### src/hw/rtl/otbs_pkg.sv
// ---------------------------------------------------------------------------
// otbs_pkg: shared types and constants for the oscillator trim search
// Beat formats, command queue entries, status codes and the constants of the
// frequency computation.
// ---------------------------------------------------------------------------
package otbs_pkg;

    localparam int LOOPS        = 50;
    localparam int TRIM_MAX     = 255;

    localparam int TRIM_W       = 8;
    localparam int CAP_W        = 16;
    localparam int FREQ_W       = 32;
    localparam int ERR_W        = 24;
    localparam int PRESC_W      = 16;
    localparam int ITER_W       = 9;
    localparam int LOOP_W       = 6;
    localparam int CFG_IDX_W    = 2;
    localparam int PERIOD_SHIFT = 12;

    localparam logic [CAP_W-1:0]  CAPTURE_TOP  = 16'hFFFF;
    localparam logic [ITER_W-1:0] ITER_CAP     = 9'd256;
    localparam logic [TRIM_W-1:0] TRIM_HIGH    = TRIM_W'(TRIM_MAX);
    localparam logic [TRIM_W-1:0] TRIM_START   = TRIM_W'(TRIM_MAX / 2);
    localparam logic [TRIM_W-1:0] TRIM_DEFAULT = TRIM_W'((TRIM_MAX + 1) / 2);

    // sum / LOOPS as sum * ceil(2^DIV_SHIFT / LOOPS) >> DIV_SHIFT, exact for 32-bit sums
    localparam int DIV_SHIFT  = FREQ_W + $clog2(LOOPS);
    localparam int DIV_MULT_W = FREQ_W + 1;
    localparam logic [63:0] DIV_MULT_FULL = ((64'd1 << DIV_SHIFT) + 64'(LOOPS) - 64'd1)
                                            / 64'(LOOPS);
    localparam logic [DIV_MULT_W-1:0] DIV_MULT = DIV_MULT_FULL[DIV_MULT_W-1:0];
    localparam int PROD_W     = FREQ_W + DIV_MULT_W;

    localparam int FIFO_DEPTH = 2;
    localparam int FIFO_PTR_W = 1;
    localparam int FIFO_CNT_W = 2;

    localparam logic FUNC_START   = 1'b0;
    localparam logic FUNC_CAPTURE = 1'b1;

    typedef enum logic [1:0] {
        ST_SEARCHING = 2'd0,
        ST_SUCCESS   = 2'd1,
        ST_FAILED    = 2'd2,
        ST_CAPERR    = 2'd3
    } status_t;

    typedef enum logic [CFG_IDX_W-1:0] {
        REG_TARGET    = 2'd0,
        REG_MAX_ERROR = 2'd1,
        REG_PRESCALER = 2'd2,
        REG_ITER_LIM  = 2'd3
    } cfg_index_t;

    typedef enum logic [1:0] {
        CMD_START  = 2'd0,
        CMD_CAPERR = 2'd1,
        CMD_EVAL   = 2'd2
    } cmd_kind_t;

    typedef enum logic [1:0] {
        BK_IDLE   = 2'd0,
        BK_SCALE  = 2'd1,
        BK_DECIDE = 2'd2
    } back_state_t;

    typedef struct packed {
        logic             func;
        logic [CAP_W-1:0] capture_value;
    } item_t;

    typedef struct packed {
        logic [TRIM_W-1:0] trim_value;
        status_t           status;
        logic [FREQ_W-1:0] measured_frequency;
    } result_t;

    typedef struct packed {
        logic [FREQ_W-1:0]  target_frequency;
        logic [ERR_W-1:0]   max_error;
        logic [PRESC_W-1:0] timer_prescaler;
        logic [ITER_W-1:0]  iteration_limit;
    } cfg_t;

    typedef struct packed {
        cmd_kind_t         kind;
        logic [FREQ_W-1:0] sum;
    } cmd_t;

    // decision feedback from back end to front end
    typedef struct packed {
        logic done;
        logic keep_searching;
    } fb_t;

endpackage

### src/hw/rtl/otbs_front.sv
// ---------------------------------------------------------------------------
// otbs_front: capture pairing and period accumulation
// Takes input beats, pairs captures into periods, sums them and queues
// start, capture-error and evaluate commands for the back end.
// ---------------------------------------------------------------------------
module otbs_front (
    input  logic            clk,
    input  logic            rst_n,
    input  logic            item_valid,
    output logic            item_ready,
    input  otbs_pkg::item_t item,
    output logic            push,
    output otbs_pkg::cmd_t  push_cmd,
    input  logic            fifo_full,
    input  otbs_pkg::fb_t   fb
);
    import otbs_pkg::*;

    logic              searching_reg, searching_next;
    logic              have_first_reg, have_first_next;
    logic [CAP_W-1:0]  first_reg, first_next;
    logic [LOOP_W-1:0] loop_reg, loop_next;
    logic [FREQ_W-1:0] sum_reg, sum_next;
    logic              wait_reg, wait_next;
    logic              fire;
    logic [CAP_W-1:0]  period;
    logic [FREQ_W-1:0] sum_add;

    // hold off input while an evaluation decides whether the search goes on, or while the command queue is full
    assign item_ready = !wait_reg && !fifo_full;
    assign fire       = item_valid && item_ready;

    assign period  = (item.capture_value > first_reg) ? (item.capture_value - first_reg)
                   : ((CAPTURE_TOP - first_reg) + item.capture_value);
    assign sum_add = (loop_reg != '0) ? (sum_reg + (FREQ_W'(period) << PERIOD_SHIFT))
                   : sum_reg;

    always_comb
    begin
        searching_next  = searching_reg;
        have_first_next = have_first_reg;
        first_next      = first_reg;
        loop_next       = loop_reg;
        sum_next        = sum_reg;
        wait_next       = wait_reg;
        push            = 1'b0;
        push_cmd.kind   = CMD_START;
        push_cmd.sum    = sum_add;
        if (fire)
        begin
            if (item.func == FUNC_START)
            begin
                searching_next  = 1'b1;
                have_first_next = 1'b0;
                loop_next       = '0;
                sum_next        = '0;
                push            = 1'b1;
                push_cmd.kind   = CMD_START;
            end
            else if (searching_reg)
            begin
                if (!have_first_reg)
                begin
                    first_next      = item.capture_value;
                    have_first_next = 1'b1;
                end
                else
                begin
                    have_first_next = 1'b0;
                    if (item.capture_value == first_reg)
                    begin
                        searching_next = 1'b0;
                        loop_next      = '0;
                        sum_next       = '0;
                        push           = 1'b1;
                        push_cmd.kind  = CMD_CAPERR;
                    end
                    else if (loop_reg < LOOP_W'(LOOPS))
                    begin
                        loop_next = loop_reg + 1'b1;
                        sum_next  = sum_add;
                    end
                    else
                    begin
                        loop_next     = '0;
                        sum_next      = '0;
                        wait_next     = 1'b1;
                        push          = 1'b1;
                        push_cmd.kind = CMD_EVAL;
                    end
                end
            end
        end
        if (fb.done)
        begin
            wait_next      = 1'b0;
            searching_next = fb.keep_searching;
        end
    end

    always_ff @(posedge clk or negedge rst_n)
    begin
        if (!rst_n)
        begin
            searching_reg  <= 1'b0;
            have_first_reg <= 1'b0;
            loop_reg       <= '0;
            sum_reg        <= '0;
            wait_reg       <= 1'b0;
        end
        else
        begin
            searching_reg  <= searching_next;
            have_first_reg <= have_first_next;
            loop_reg       <= loop_next;
            sum_reg        <= sum_next;
            wait_reg       <= wait_next;
        end
    end

    always_ff @(posedge clk)
    begin
        first_reg <= first_next;
    end

endmodule

### config.mk
export PLATFORM = sky130hd
export DESIGN_NAME = otbs_front
export DESIGN_NICKNAME = d
export VERILOG_FILES = /design/src/hw/rtl/otbs_pkg.sv /design/src/hw/rtl/otbs_front.sv
export SDC_FILE = /design/constraint.sdc
export NUM_CORES = 1
export LEC_CHECK = 0
export BUFFER_PORTS_ARGS = -buffer_cell sky130_fd_sc_hd__buf_2
export CAP_MARGIN = 20
export CORE_ASPECT_RATIO = 0.9
export CORE_MARGIN = 1.5
export CORE_UTILIZATION = 63
export DETAILED_ROUTE_END_ITERATION = 6
export PLACE_DENSITY = 0.87
export SYNTH_ARGS = -nofsm -noshare
export SYNTH_HDL_FRONTEND = slang
export SYNTH_SLANG_ARGS = --single-unit
### constraint.sdc
create_clock -name clk -period 12.6 [get_ports clk]
set_input_delay 0 -clock clk [delete_from_list [all_inputs] [get_ports clk]]
set_output_delay 0 -clock clk [all_outputs]
set_load 0.02 [all_outputs]
==> qor.yml <==
sta:
  maxSlewViolCount: 0
  setup_tns_ns: 0
  finalSetupViolCount: 0
  relSlewSlack_pct: 41.30
  finalCritPeriodShare_pct: 38.91
  worst_slew_pin_slew_ns: 0.8784
  post-route-min-period_ns: 4.902
  timing_hold_violations_final: 0
  max_freq_mhz: 204.0
  worst_slack_ns: 7.698
  whs_ns: 0.08208
  rsz0062_at_grt: "false"
  skew_ns: 0.004607
power:
  cellLeakagePower_nw: 2.153
  total_power_mw: 0.4146
  ir_drop_uv: 107.0
  powerDensity_nw_per_um2: 93.03
worst_setup_path:
  max_stage_delay_ns: 0.60
  required_ns: 12.60
  critPathBufInv: 3
  cp.arrival_ns: 4.90
  cp_common_cell: "o21ai_0"
  crit_chain: "dlygate4sd3_1, buf_2, ha_1, nand4_1, nor4_4, a21oi_4, mux2i_1, o21ai_0, xor2_1, ha_1, o21ai_0, nand2b_1, a21oi_1, a31oi_1, a221oi_1, o21ai_0, xor2_1, mux2_2, buf_2"
  worst_setup_path_end_kind: "output port"
  cp_top_family: "compound AO/OA/AOI/OAI gates"
  cp-start-kind: "input port"
  critPathMaxFanout: 8
  crit_path_top_delay_cell: "nor4_4"
  path_class: "in2out"
final_layout:
  final_nets: 566
  diodes: 0
  drive_gt1_share_pct: 16.01
  n_fill_cell: 491
  multi_input_area_sq_um: 2484
  largest_reg_flops: 20
  regArea_sq_um: 1206
  layout_common_cells: "nand2_1 (46), buf_2 (46), inv_1 (37)"
  postLayoutCellArea_sq_um: 4457
  area_growth_pct: 12.90
synthesis:
  synth_ff_type: "dfrtp_1"
  syn_area_per_cell_sq_um: 8.851
  synth_edf_count: 16
  ys_top_cells_by_area: "dfrtp_1 (18%), edfxtp_1 (12%), ha_1 (11%)"
  synth_top_area_share_pct: 18.38
  yosysSeqAreaShare_pct: 30.55
  ys_ff_latch: 45
  post-synth-top-area-cell: "dfrtp_1"
  yosysWarnings: 0
  synthDistinctLibCells: 64
  syn_area_sq_um: 3948
  synthCells: 446
  async_flop_share_pct: 64.44
floorplanning:
  core_area_sq_um: 6081
  die_area_sq_um: 6751
  top_level_ports: 59
  start_util_pct: 64.92
  rows: 27
  die_h_um: 78.10
  die_w_um: 86.44
place:
  gp_congestion: 0.9516
  placed_cell_area_sq_um: 4164
  port_buffers: 46
  dp_hpwl_um: 6763
  pre_cts_ws_ns: 8.087
drt:
  drt_iter0_drc: 314
  routed_wl_um: 8945
  wl_per_cell_um: 15.48
  first_pass_iters: 5
  vias: 3442
  ant_nets: 0
  drc: 0
  viasPerCell: 5.955
clock_network:
  cts_setup_buffers: 0
  clk_pin_slew_ns: 0.09
  cts_root_buf: "clkbuf_8"
  cts_resized: 0
  cts_max_level: 2
  cts_buffers: 5
  clock_latency_ns: 0.31
  clkSinkCount: 45
  clk_path_buf_depth: 2
  cts_tree: "yes"
  cts_hold_buf: 20
grt:
  overflow: 0
  antenna_found_initial: 0
  grt_pass1_wl_um: 14990
  track_usage_pct: 27.99
  grt_max_degree: 30
  grt_pass1_vias: 3201
job:
  cap_viol_max_count: 0
run_status:
  status: "finished clean"
hold_path:
  hold_path.class: "in2reg"
==> worst paths after layout <==
kind	end	slack, ns	start	cells after the start
setup / recovery	push_cmd[26]	7.70	item[12]	19
hold / removal	have_first_reg	0.08	item_valid	3
setup reg to reg	sum_reg[30]	7.93	first_reg[11]	17
hold reg to reg	wait_reg	0.53	wait_reg	2
max in group asynchronous	sum_reg[25]	11.91	rst_n	2
min in group asynchronous	loop_reg[2]	0.25	rst_n	2
==> power by group <==
group | internal, mW | total (mW) | switching [mW]
clock | 0.0407 | 0.0973 | 0.0566
combinational | 0.0590 | 0.155 | 0.0960
sequential | 0.157 | 0.162 | 0.00511
==> cell families (layout without fill, tap and decap cells) <==
group,after synthesis,count (layout),synth area share (%)
simple gates,118,118,14.49
other cells,1,12,0.09500
buf+inv,64,113,7.702
flops,45,45,30.55
xor+xnor,35,35,7.766
mux,10,10,2.947
fa+ha+maj,38,38,12.61
compound gates,135,135,23.84
==> final cells by class <==
| type | instances | area share [%] |
|---|---|---|
| multi-input combinational | 348 | 55.73 |
| sequential | 45 | 27.06 |
| timing repair buffer | 68 | 9.994 |
| inverter | 37 | 3.116 |
| tap | 72 | 2.021 |
| clock buffer | 5 | 1.544 |
| clock inverter | 3 | 0.5334 |
==> synth_stat cells, types with 2 or more instances <==
master / n
a21o_1: 13
o21bai_1: 3
a21oi_1: 36
nand3_1: 11
and4_1: 2
buf_4: 13
nor2_2: 2
o21ai_0: 29
o21a_1: 7
dfrtp_1: 29
nand4_1: 7
ha_1: 35
nor3_1: 7
mux2_2: 6
a221o_1: 2
mux2i_1: 2
clkbuf_1: 7
nor2b_1: 2
edfxtp_1: 16
nor2_1: 27
xnor2_1: 21
inv_1: 37
nand2b_1: 2
a21boi_0: 2
buf_2: 5
and2_1: 3
o21ai_1: 2
a31oi_1: 6
nand2_1: 46
a32o_1: 8
xor2_1: 14
a221oi_1: 2
fa_1: 3
a22o_1: 9
==> metal layers <==
metal / routed length, um / share of wire (%) / vias to the layer above / GRT usage [%]
met1: 4153 / 46 / 1627 / 40.31
met4: 122 / 1.4 / 0 / 8.548
met5: 0 / 0 / - / 0
li1: - / - / 1693 / -
met2: 4184 / 47 / 111 / 43.28
met3: 485 / 5.4 / 11 / 4.627
==> worst min-delay path: stages <==
cell and delay [ns]:
buf_2 0.08, and2_1 0.18, o21ai_0 0.09
==> metrics by stage <==
step                instances  utilization (%)
detailed placement        550            68.48
global placement          550            68.48
CTS                       578            73.29
finish                    578            73.29
floorplan                 457                -
global route              578            73.29
(Power assumes the default switching activity.)
