File: config.mk
export PLATFORM = sky130hd
export DESIGN_NAME = otbs_cmd_fifo
export DESIGN_NICKNAME = d
export VERILOG_FILES = /design/src/hw/rtl/otbs_pkg.sv /design/src/hw/rtl/otbs_cmd_fifo.sv
export SDC_FILE = /design/constraint.sdc
export NUM_CORES = 1
export LEC_CHECK = 0
export ABC_AREA = 1
export BUFFER_PORTS_ARGS = -buffer_cell sky130_fd_sc_hd__buf_2
export CAP_MARGIN = 0
export CORE_UTILIZATION = 41
export DETAILED_ROUTE_END_ITERATION = 7
export GPL_TIMING_DRIVEN = 1
export HOLD_SLACK_MARGIN = 0.03
export PLACE_DENSITY = 0.64
export SLEW_MARGIN = 5
export SYNTH_ARGS = -nofsm -noshare
export SYNTH_HDL_FRONTEND = slang
export SYNTH_SLANG_ARGS = --single-unit
File: constraint.sdc
create_clock -name clk -period 2.7 [get_ports clk]
set_input_delay 0.135 -clock clk [delete_from_list [all_inputs] [get_ports clk]]
set_output_delay 0.135 -clock clk [all_outputs]
set_load 0.1 [all_outputs]
File: src/hw/rtl/otbs_pkg.sv
// ---------------------------------------------------------------------------
// otbs_pkg: shared types and constants for the oscillator trim search
// Beat formats, command queue entries, status codes and the constants of the
// frequency computation.
// ---------------------------------------------------------------------------
package otbs_pkg;

    localparam int LOOPS        = 50;
    localparam int TRIM_MAX     = 255;

    localparam int TRIM_W       = 8;
    localparam int CAP_W        = 16;
    localparam int FREQ_W       = 32;
    localparam int ERR_W        = 24;
    localparam int PRESC_W      = 16;
    localparam int ITER_W       = 9;
    localparam int LOOP_W       = 6;
    localparam int CFG_IDX_W    = 2;
    localparam int PERIOD_SHIFT = 12;

    localparam logic [CAP_W-1:0]  CAPTURE_TOP  = 16'hFFFF;
    localparam logic [ITER_W-1:0] ITER_CAP     = 9'd256;
    localparam logic [TRIM_W-1:0] TRIM_HIGH    = TRIM_W'(TRIM_MAX);
    localparam logic [TRIM_W-1:0] TRIM_START   = TRIM_W'(TRIM_MAX / 2);
    localparam logic [TRIM_W-1:0] TRIM_DEFAULT = TRIM_W'((TRIM_MAX + 1) / 2);

    // sum / LOOPS as sum * ceil(2^DIV_SHIFT / LOOPS) >> DIV_SHIFT, exact for 32-bit sums
    localparam int DIV_SHIFT  = FREQ_W + $clog2(LOOPS);
    localparam int DIV_MULT_W = FREQ_W + 1;
    localparam logic [63:0] DIV_MULT_FULL = ((64'd1 << DIV_SHIFT) + 64'(LOOPS) - 64'd1)
                                            / 64'(LOOPS);
    localparam logic [DIV_MULT_W-1:0] DIV_MULT = DIV_MULT_FULL[DIV_MULT_W-1:0];
    localparam int PROD_W     = FREQ_W + DIV_MULT_W;

    localparam int FIFO_DEPTH = 2;
    localparam int FIFO_PTR_W = 1;
    localparam int FIFO_CNT_W = 2;

    localparam logic FUNC_START   = 1'b0;
    localparam logic FUNC_CAPTURE = 1'b1;

    typedef enum logic [1:0] {
        ST_SEARCHING = 2'd0,
        ST_SUCCESS   = 2'd1,
        ST_FAILED    = 2'd2,
        ST_CAPERR    = 2'd3
    } status_t;

    typedef enum logic [CFG_IDX_W-1:0] {
        REG_TARGET    = 2'd0,
        REG_MAX_ERROR = 2'd1,
        REG_PRESCALER = 2'd2,
        REG_ITER_LIM  = 2'd3
    } cfg_index_t;

    typedef enum logic [1:0] {
        CMD_START  = 2'd0,
        CMD_CAPERR = 2'd1,
        CMD_EVAL   = 2'd2
    } cmd_kind_t;

    typedef enum logic [1:0] {
        BK_IDLE   = 2'd0,
        BK_SCALE  = 2'd1,
        BK_DECIDE = 2'd2
    } back_state_t;

    typedef struct packed {
        logic             func;
        logic [CAP_W-1:0] capture_value;
    } item_t;

    typedef struct packed {
        logic [TRIM_W-1:0] trim_value;
        status_t           status;
        logic [FREQ_W-1:0] measured_frequency;
    } result_t;

    typedef struct packed {
        logic [FREQ_W-1:0]  target_frequency;
        logic [ERR_W-1:0]   max_error;
        logic [PRESC_W-1:0] timer_prescaler;
        logic [ITER_W-1:0]  iteration_limit;
    } cfg_t;

    typedef struct packed {
        cmd_kind_t         kind;
        logic [FREQ_W-1:0] sum;
    } cmd_t;

    // decision feedback from back end to front end
    typedef struct packed {
        logic done;
        logic keep_searching;
    } fb_t;

endpackage

File: src/hw/rtl/otbs_cmd_fifo.sv
// ---------------------------------------------------------------------------
// otbs_cmd_fifo: command queue between front and back end
// Two-entry register queue; head is visible while not empty.
// ---------------------------------------------------------------------------
module otbs_cmd_fifo (
    input  logic           clk,
    input  logic           rst_n,
    input  logic           push,
    input  otbs_pkg::cmd_t push_cmd,
    output logic           full,
    input  logic           pop,
    output logic           empty,
    output otbs_pkg::cmd_t head
);
    import otbs_pkg::*;

    cmd_t                  entry_reg [FIFO_DEPTH];
    logic [FIFO_PTR_W-1:0] wr_ptr_reg, wr_ptr_next;
    logic [FIFO_PTR_W-1:0] rd_ptr_reg, rd_ptr_next;
    logic [FIFO_CNT_W-1:0] count_reg, count_next;

    assign full  = (count_reg == FIFO_CNT_W'(FIFO_DEPTH));
    assign empty = (count_reg == '0);
    assign head  = entry_reg[rd_ptr_reg];

    always_comb
    begin
        wr_ptr_next = push ? (wr_ptr_reg + 1'b1) : wr_ptr_reg;
        rd_ptr_next = pop  ? (rd_ptr_reg + 1'b1) : rd_ptr_reg;
        count_next  = count_reg;
        if (push && !pop)
        begin
            count_next = count_reg + 1'b1;
        end
        else if (pop && !push)
        begin
            count_next = count_reg - 1'b1;
        end
    end

    always_ff @(posedge clk or negedge rst_n)
    begin
        if (!rst_n)
        begin
            wr_ptr_reg <= '0;
            rd_ptr_reg <= '0;
            count_reg  <= '0;
        end
        else
        begin
            wr_ptr_reg <= wr_ptr_next;
            rd_ptr_reg <= rd_ptr_next;
            count_reg  <= count_next;
        end
    end

    always_ff @(posedge clk)
    begin
        if (push)
        begin
            entry_reg[wr_ptr_reg] <= push_cmd;
        end
    end

endmodule

==> results of run 1 <==
## critical path: cells and delay by family, from the launching register on
kind	cells	cell delay, ps
buf+inv	2	550
flops	1	620
mux	1	350
## logic make-up (layout without fill, tap and decap cells)
| kind of cell | Yosys count | in the layout |
|---|---|---|
| adder cells (fa/ha/maj) | 1 | 1 |
| buffers and inverters | 11 | 136 |
| XOR/XNOR | 3 | 3 |
| AND/OR/NAND/NOR | 10 | 10 |
| multiplexers | 34 | 34 |
| flip-flops | 72 | 72 |
## area by class of cell
class,instances,area (um^2),share of cell area
repair buffers,113,783,0.203
flip-flops and latches,72,2140,0.555
well taps,77,96.3,0.0249
multi-input cells,48,579,0.150
clock inverters,7,110,0.0285
inverters,7,26.3,0.00680
clock buffers,9,124,0.0321
## per-layer routing
| layer | vias up | track usage |
|---|---|---|
| met5 | - | 0 |
| met4 | 0 | 0.0431 |
| met3 | 6 | 0.0788 |
| met2 | 58 | 0.246 |
| met1 | 731 | 0.145 |
| li1 | 733 | - |
## stage by stage
stage                      util  hold slack [ps]
after floorplan               -             -161
after global placement    0.502            -49.3
after CTS                 0.595              115
after global routing      0.595              110
after detailed placement  0.502            -47.6
final                     0.595              146
## final timing paths
kind / endpoint / slack, ps
max in group asynchronous: rd_ptr_reg$_DFFE_PN0P_ / 2420
hold reg to reg: count_reg[1]$_DFFE_PN0P_ / 500
setup reg to reg: entry_reg[1][28]$_DFFE_PP_ / 1150
hold / removal: count_reg[0]$_DFFE_PN0P_ / 150
setup / recovery: head[18] / 690
min in group clk: count_reg[1]$_DFFE_PN0P_ / 500
## layout by cell type (no fill, tap or decap)
cell type,count
edfxtp_1,68
mux2_4,29
buf_12,2
dlygate4sd3_1,37
nor2_1,2
inv_1,7
clkinvlp_4,1
dfrtp_2,1
bufinv_16,3
clkinv_1,2
xor2_1,2
clkbuf_8,9
mux2_2,5
buf_2,73
buf_4,1
nor2_4,1
clkinv_2,1
nand2_1,5
nand4_1,1
dfrtp_1,3
nand3_1,1
ha_1,1
xnor2_1,1
==> reports/metrics.yaml, run 1 <==
dr.max_layer_used: "met4"
ctsHoldBuffers: 37
violations: "design-rule violations"
synth-edff-count: 68
hold_path.class: "in -> async"
crit_path_cell_trace: "buf_12, mux2_2, buf_2"
slowest_delay_ps: 620
synth_ff_type: "edfxtp_1"
synth_cell_type_count: 14
vias_per_cell: 4.59
wl_met3_um: 313
cp_max_fo: 23
fmax_ghz: 0.497
antennaDiodeCount: 0
first_pass_iters: 6
synth.most_common_cell: "edfxtp_1"
cts_tree: "built"
final_antenna_net_count: 0
r2r_cells: 3
wl_per_cell_um: 14.2
cts_sinks: 72
fin_crit_sh: 0.746
critPathCaptureType: "output port"
cts_buffer_depth: 2
synthArstFlopShare: 0.0556
required_ps: 2570
worstSkewPairLatency_ps: 330
grt_pass1_wl_um: 7290
path_class: "reg -> out"
setup_ws_ps: 687
synth_top_area_frac: 0.726
rsz0062_at_grt: "false"
die_w_um: 84.8
synth_compound_area_frac: 0
grt_max_degree: 33
setup_viol: 0
die_h_um: 84.8
timing.rr.start: "wr_ptr_reg$_DFFE_PN0P_"
wirelength_um: 4740
synthTopCellsByCount: "68 x edfxtp_1, 29 x mux2_4, 7 x inv_1, 5 x mux2_2, 5 x nand2_1"
cts_max_level: 3
worstMarginPinSlew_ps: 666
synth_largest_area_cell: "edfxtp_1"
placed_cells: 280
worstPathArrival_ps: 1880
overflow: 0
dp_worst_setup_slack_ps: 1030
finalNetCount: 290
synthMuxAreaShare: 0.175
drt_iter0_drc: 79
dpl_cell_area_um2: 3260
cts_resized: 0
dp_hpwl_um: 2860
cts_setup_buffers: 0
synth_top_family_by_area: "multiplexers"
synth_warnings: 0
vias: 1528
finalMaxSlewViolations: 0
start_util: 0.433
routabilityCongestion: 0.662
drc: 4
ys_seq_elements: 72
netlist_area_um2: 2810
cts.clk_slew.worst_paths_ps: 70
start_kind: "register"
avgSynthCellArea_um2: 21.5
slew-limit-headroom: 0.556
drv_cap: 0
core_area_um2: 6490
syn_inst: 131
slowest_stage: "dfrtp_2"
fin_cells: 333
outcome: "finished, violations left"
pin_count: 74
root_buffer: "clkbuf_8"
hold_violations: 0
synthAdderAreaFrac: 0.00445
yosysSeqAreaShare: 0.762
stdcell_area_um2: 3860
syn2layout_area_growth_pct: 37.4
syn-num-nets: 170
die_area_um2: 7190
nFillCells: 485
largest_register_ffs: 68
synthTopCellsByArea: "edfxtp_1 73%, mux2_4 15%, dfrtp_1 3.6%, buf_12 2.1%, mux2_2 2.0%"
place.port_buffers: 73
wl_met2_um: 2470
fin_tns_setup_ps: 0
synthSimpleGateAreaFrac: 0.0147
cts_buffers: 9
antenna_found_initial: 0
startpoint: "rd_ptr_reg$_DFFE_PN0P_"
drt-met1-wl_um: 1910
layout-drive-gt1-share: 0.492
track_usage: 0.141
timing.final.crit_period_ps: 2010
synth_xor_area_frac: 0.00935
first_global_vias: 1561
fin_skew_ps: 4.41
rows: 29
Power of run 1 is not shown: default switching activity piles up to over one toggle a cycle in this logic, so the estimate is an artifact.
==> inputs of run 2 (changes only) <==
- ABC_AREA: 1 -> 0
- clock period: 2.7 -> 2 ns (I/O delays scaled with it)
==> run 2 against run 1 <==
The flow still finishes with violations (design-rule violations). Clock-buffer cell count rose by 2. Via count decreased by 4.0%. Die area decreased by 0.71%. First-iteration DRC count decreased by 58%.
==> reports/metrics.yaml, run 2 <==
routabilityCongestion: 0.708
grtUsageMet1: 0.163
drt_iter0_drc: 33
path_class: "reg -> out"
synth.most_common_cell: "edfxtp_1"
die_area_um2: 7140
die_w_um: 84.5
required_ps: 1900
finalMaxSlewViolations: 0
slowest_delay_ps: 420
layout-drive-gt1-share: 0.514
hold_path.class: "in -> async"
grt_pass1_wl_um: 7570
start_util: 0.432
overflow: 0
drc: 15
pin_count: 74
nFillCells: 502
antenna_found_initial: 0
synth-edff-count: 68
worstSkewPairLatency_ps: 330
synth_warnings: 0
rows: 29
violations: "design-rule violations"
final_common_cell: "buf_2"
vias_per_cell: 4.53
syn2layout_area_growth_pct: 35.5
setup_viol: 0
globalRouteMet3Util: 0.0374
synthTopCellsByCount: "68 x edfxtp_1, 29 x mux2_4, 5 x mux2_2, 4 x dfrtp_1, 4 x xor2_1"
slowest_stage: "dfrtp_2"
syn_inst: 122
core_area_um2: 6460
place.port_buffers: 73
finalNetCount: 282
first_pass_iters: 6
synth_largest_area_cell: "edfxtp_1"
cts.clk_slew.worst_paths_ps: 70
final_antenna_net_count: 0
root_buffer: "clkbuf_8"
synth_ff_type: "edfxtp_1"
cts_sinks: 72
synthTopCellsByArea: "edfxtp_1 73%, mux2_4 16%, dfrtp_1 3.6%, buf_12 2.2%, mux2_2 2.0%"
yosysSeqAreaShare: 0.767
largest_register_ffs: 68
grtUsageMet2: 0.248
synth_cell_type_count: 13
cts_max_level: 3
worstPathArrival_ps: 1610
cts_buffers: 9
fin_skew_ps: 5.46
cp_max_fo: 13
timing.final.crit_period_ps: 1710
synth_top_area_frac: 0.732
cts_tree: "built"
whs_ps: 116
fin_tns_setup_ps: 0
grt_max_degree: 23
wirelength_um: 4540
wl_per_cell_um: 14.0
outcome: "finished, violations left"
ys_seq_elements: 72
drv_cap: 0
crit_path_cell_trace: "buf_4, mux2_4, buf_2"
netlist_area_um2: 2790
synthArstFlopShare: 0.0556
first_global_vias: 1633
start_kind: "register"
slew-limit-headroom: 0.670
vias: 1467
rsz0062_at_grt: "false"
avgSynthCellArea_um2: 22.9
fmax_ghz: 0.585
layout_common_cells: "73 x buf_2, 68 x edfxtp_1, 37 x dlygate4sd3_1, 29 x mux2_4, 9 x clkbuf_8"
syn-num-nets: 161
antennaDiodeCount: 0
cts_buffer_depth: 2
busiest_layer: "met2"
dp_hpwl_um: 2970
fin_crit_sh: 0.855
hold_violations: 0
track_usage: 0.142
critPathCaptureType: "output port"
cts_resized: 0
worstMarginPinSlew_ps: 498
die_h_um: 84.5
-- run 2: cell count changes after synthesis, sizes merged --
cell / previous run / this run
and2: 0 / 1
inv: 7 / 1
nand2: 5 / 0
nand3: 1 / 0
nand4: 1 / 0
nor2: 3 / 2
nor2b: 0 / 2
xor2: 2 / 4
-- run 2: cell families (layout without fill, tap and decap cells) --
| kind of cell | after synthesis | after routing | synth area share |
|---|---|---|---|
| DFF | 72 | 72 | 0.767 |
| muxes | 34 | 34 | 0.176 |
| xor gates and xnor gates | 5 | 5 | 0.0157 |
| and+or+nand+nor | 5 | 5 | 0.00941 |
| buffers and inverters | 5 | 130 | 0.0269 |
| adders and majority gates | 1 | 1 | 0.00448 |
-- run 2: final cells by class --
cell class | count | area, um^2 | share of cell area
Sequential cell | 72 | 2140 | 0.566
Timing Repair Buffer | 114 | 803 | 0.212
Tap cell | 77 | 96.3 | 0.0255
Clock buffer | 11 | 131 | 0.0347
Clock inverter | 4 | 22.5 | 0.00595
Inverter | 1 | 3.75 | 0.000992
Multi-Input combinational cell | 45 | 583 | 0.154
-- run 2: final timing paths --
path / start / end / cells past startpoint / slack [ps]
max reg2reg: wr_ptr_reg$_DFFE_PN0P_ / entry_reg[1][15]$_DFFE_PP_ / 2 / 630
max in group asynchronous: rst_n / rd_ptr_reg$_DFFE_PN0P_ / 2 / 1750
max: rd_ptr_reg$_DFFE_PN0P_ / head[11] / 3 / 290
min in group clk: push_cmd[5] / entry_reg[0][5]$_DFFE_PP_ / 2 / 490
min reg2reg: count_reg[1]$_DFFE_PN0P_ / count_reg[1]$_DFFE_PN0P_ / 1 / 500
min: rst_n / count_reg[0]$_DFFE_PN0P_ / 2 / 120
-- run 2: critical path: cells and delay by family, from the launching register on --
| kind | cells | cell delay [ps] |
|---|---|---|
| mux | 1 | 220 |
| flops | 1 | 420 |
| buf+inv | 2 | 630 |
-- run 2: repair_timing --
action	4_1_cts	5_1_grt
hold endpoints to repair	74	0
setup buffers	0	0
hold buffers	37	0
-- run 2: per-stage QoR --
stage | cell area (um^2) | utilization | std cells | worst slack (ps)
finish | 3780 | 0.586 | 324 | 290
global route | 3780 | 0.586 | 324 | 235
CTS | 3780 | 0.586 | 324 | 268
detailed placement | 3260 | 0.505 | 272 | 621
global placement | 3260 | 0.505 | 272 | 648
floorplan | 2790 | - | 122 | 147
-- run 2: routing by layer --
layer / part of all wire / wire length, um / vias to the layer above
met1: 0.42 / 1890 / 694
li1: - / - / 712
met5: 0 / 0 / -
met4: 0.018 / 83 / 0
met2: 0.51 / 2320 / 52
met3: 0.054 / 243 / 9
Power of run 2 is left out for the same reason.
==> inputs of run 3 (changes only) <==
- clock period: 2 -> 1.8 ns (I/O delays scaled with it)
==> run 3 against run 2 <==
Utilization rose by 1.2 points. Die area did not move. Flip-flop and latch count did not move. Global-route usage barely moved. The run still ends with design-rule violations left. Final area rose by 2.0%. Highest routed layer unchanged. Critical endpoint is now head[19].
==> reports/metrics.yaml, run 3 (synthesized netlist as in run 2, its figures left out) <==
outcome: "finished, violations left"
violations: "design-rule violations"
drc: 14
cts_tree: "built"
place.port_buffers: 73
path_class: "reg -> out"
grt_pass1_wl_um: 7510
pin_count: 74
cts_sinks: 72
core_area_um2: 6460
first_pass_iters: 6
slowest_stage: "dfrtp_2"
die_area_um2: 7140
worstMarginPinSlew_ps: 495
final_common_cell: "buf_2"
final_core_util: 0.598
fmax_ghz: 0.589
worstPathArrival_ps: 1610
hold_violations: 0
first_global_vias: 1687
largest_register_ffs: 68
wl_per_cell_um: 14.2
wirelength_um: 4630
slew-limit-headroom: 0.672
die_h_um: 84.5
finalNetCount: 283
syn2layout_area_growth_pct: 38.3
rows: 29
timing.final.crit_period_ps: 1700
cts_setup_buffers: 0
worstSkewPairLatency_ps: 340
grt_max_degree: 25
dpl_cell_area_um2: 3270
overflow: 0
cts_resized: 0
die_w_um: 84.5
routabilityCongestion: 0.687
critPathCaptureType: "output port"
cts.clk_slew.worst_paths_ps: 70
start_util: 0.432
vias_per_cell: 4.55
cts_max_level: 3
r2r_cells: 2
r2r_slack_ps: 500
fin_tns_setup_ps: 0
hold_path.class: "in -> async"
cts_buffer_depth: 2
drt_iter0_drc: 68
layout_common_cells: "73 x buf_2, 68 x edfxtp_1, 37 x dlygate4sd3_1, 29 x mux2_4, 9 x clkbuf_8"
cp_max_fo: 20
r2r-end: "entry_reg[0][18]$_DFFE_PP_"
antenna_found_initial: 0
slowest_delay_ps: 440
whs_ps: 106
crit_path_cell_trace: "buf_12, mux2_2, buf_2"
layout-drive-gt1-share: 0.526
root_buffer: "clkbuf_8"
drv_cap: 0
vias: 1483
antennaDiodeCount: 0
path_delay_family: "buffers and inverters"
track_usage: 0.141
path_buf_inv: 2
stdcell_area_um2: 3860
rsz0062_at_grt: "false"
setup_viol: 0
required_ps: 1710
cts_buffers: 9
finalMaxSlewViolations: 0
fin_crit_sh: 0.943
start_kind: "register"
fin_skew_ps: 6.81
final_antenna_net_count: 0
timing.rr.start: "wr_ptr_reg$_DFFE_PN0P_"
run 3: cell count changes in the layout (fill, tap and decap cells not counted), sizes merged:
cell / delta
clkinvlp: +1
bufinv: +2
clkbuf: -1
buf: +1
clkinv: -2
inv: +1
run 3: repair_timing:
action                     4_1_cts  5_1_grt
setup endpoints to repair        0        0
hold buffers                    37        0
hold endpoints to repair        74        0
run 3: worst max path at each step:
stage | from | endpoint | slack [ps] | depth (start not counted)
3_3_place_gp | rd_ptr_reg$_DFFE_PN0P_ | head[19] | 470 | 3
3_5_place_dp | rd_ptr_reg$_DFFE_PN0P_ | head[19] | 440 | 3
5_1_grt | rd_ptr_reg$_DFFE_PN0P_ | head[19] | 40 | 3
6_report | rd_ptr_reg$_DFFE_PN0P_ | head[19] | 100 | 3
2_1_floorplan | count_reg[0]$_DFFE_PN0P_ | empty | 20 | 1
4_1_cts | rd_ptr_reg$_DFFE_PN0P_ | head[19] | 60 | 3
run 3: metrics by stage:
step	setup WS (ps)	cells
after floorplan	19.4	122
after global placement	474	273
after detailed placement	441	273
after CTS	64.6	326
after global routing	42.2	326
final	102	326
run 3: layer usage:
layer	track usage	up-vias	routed length [um]
li1	-	714	-
met3	0.0482	7	277
met2	0.252	55	2410
met1	0.151	707	1870
met4	0.0647	0	66
met5	0	-	0
run 3: layout make-up:
type / instances / area [um^2]
Fill cell: 475 / 2600
Tap cell: 77 / 96.3
Multi-Input combinational cell: 45 / 586
Timing Repair Buffer: 115 / 811
Clock buffer: 10 / 128
Clock inverter: 6 / 92.6
Sequential cell: 72 / 2140
Inverter: 1 / 3.75
Power of run 3 is left out for the same reason.
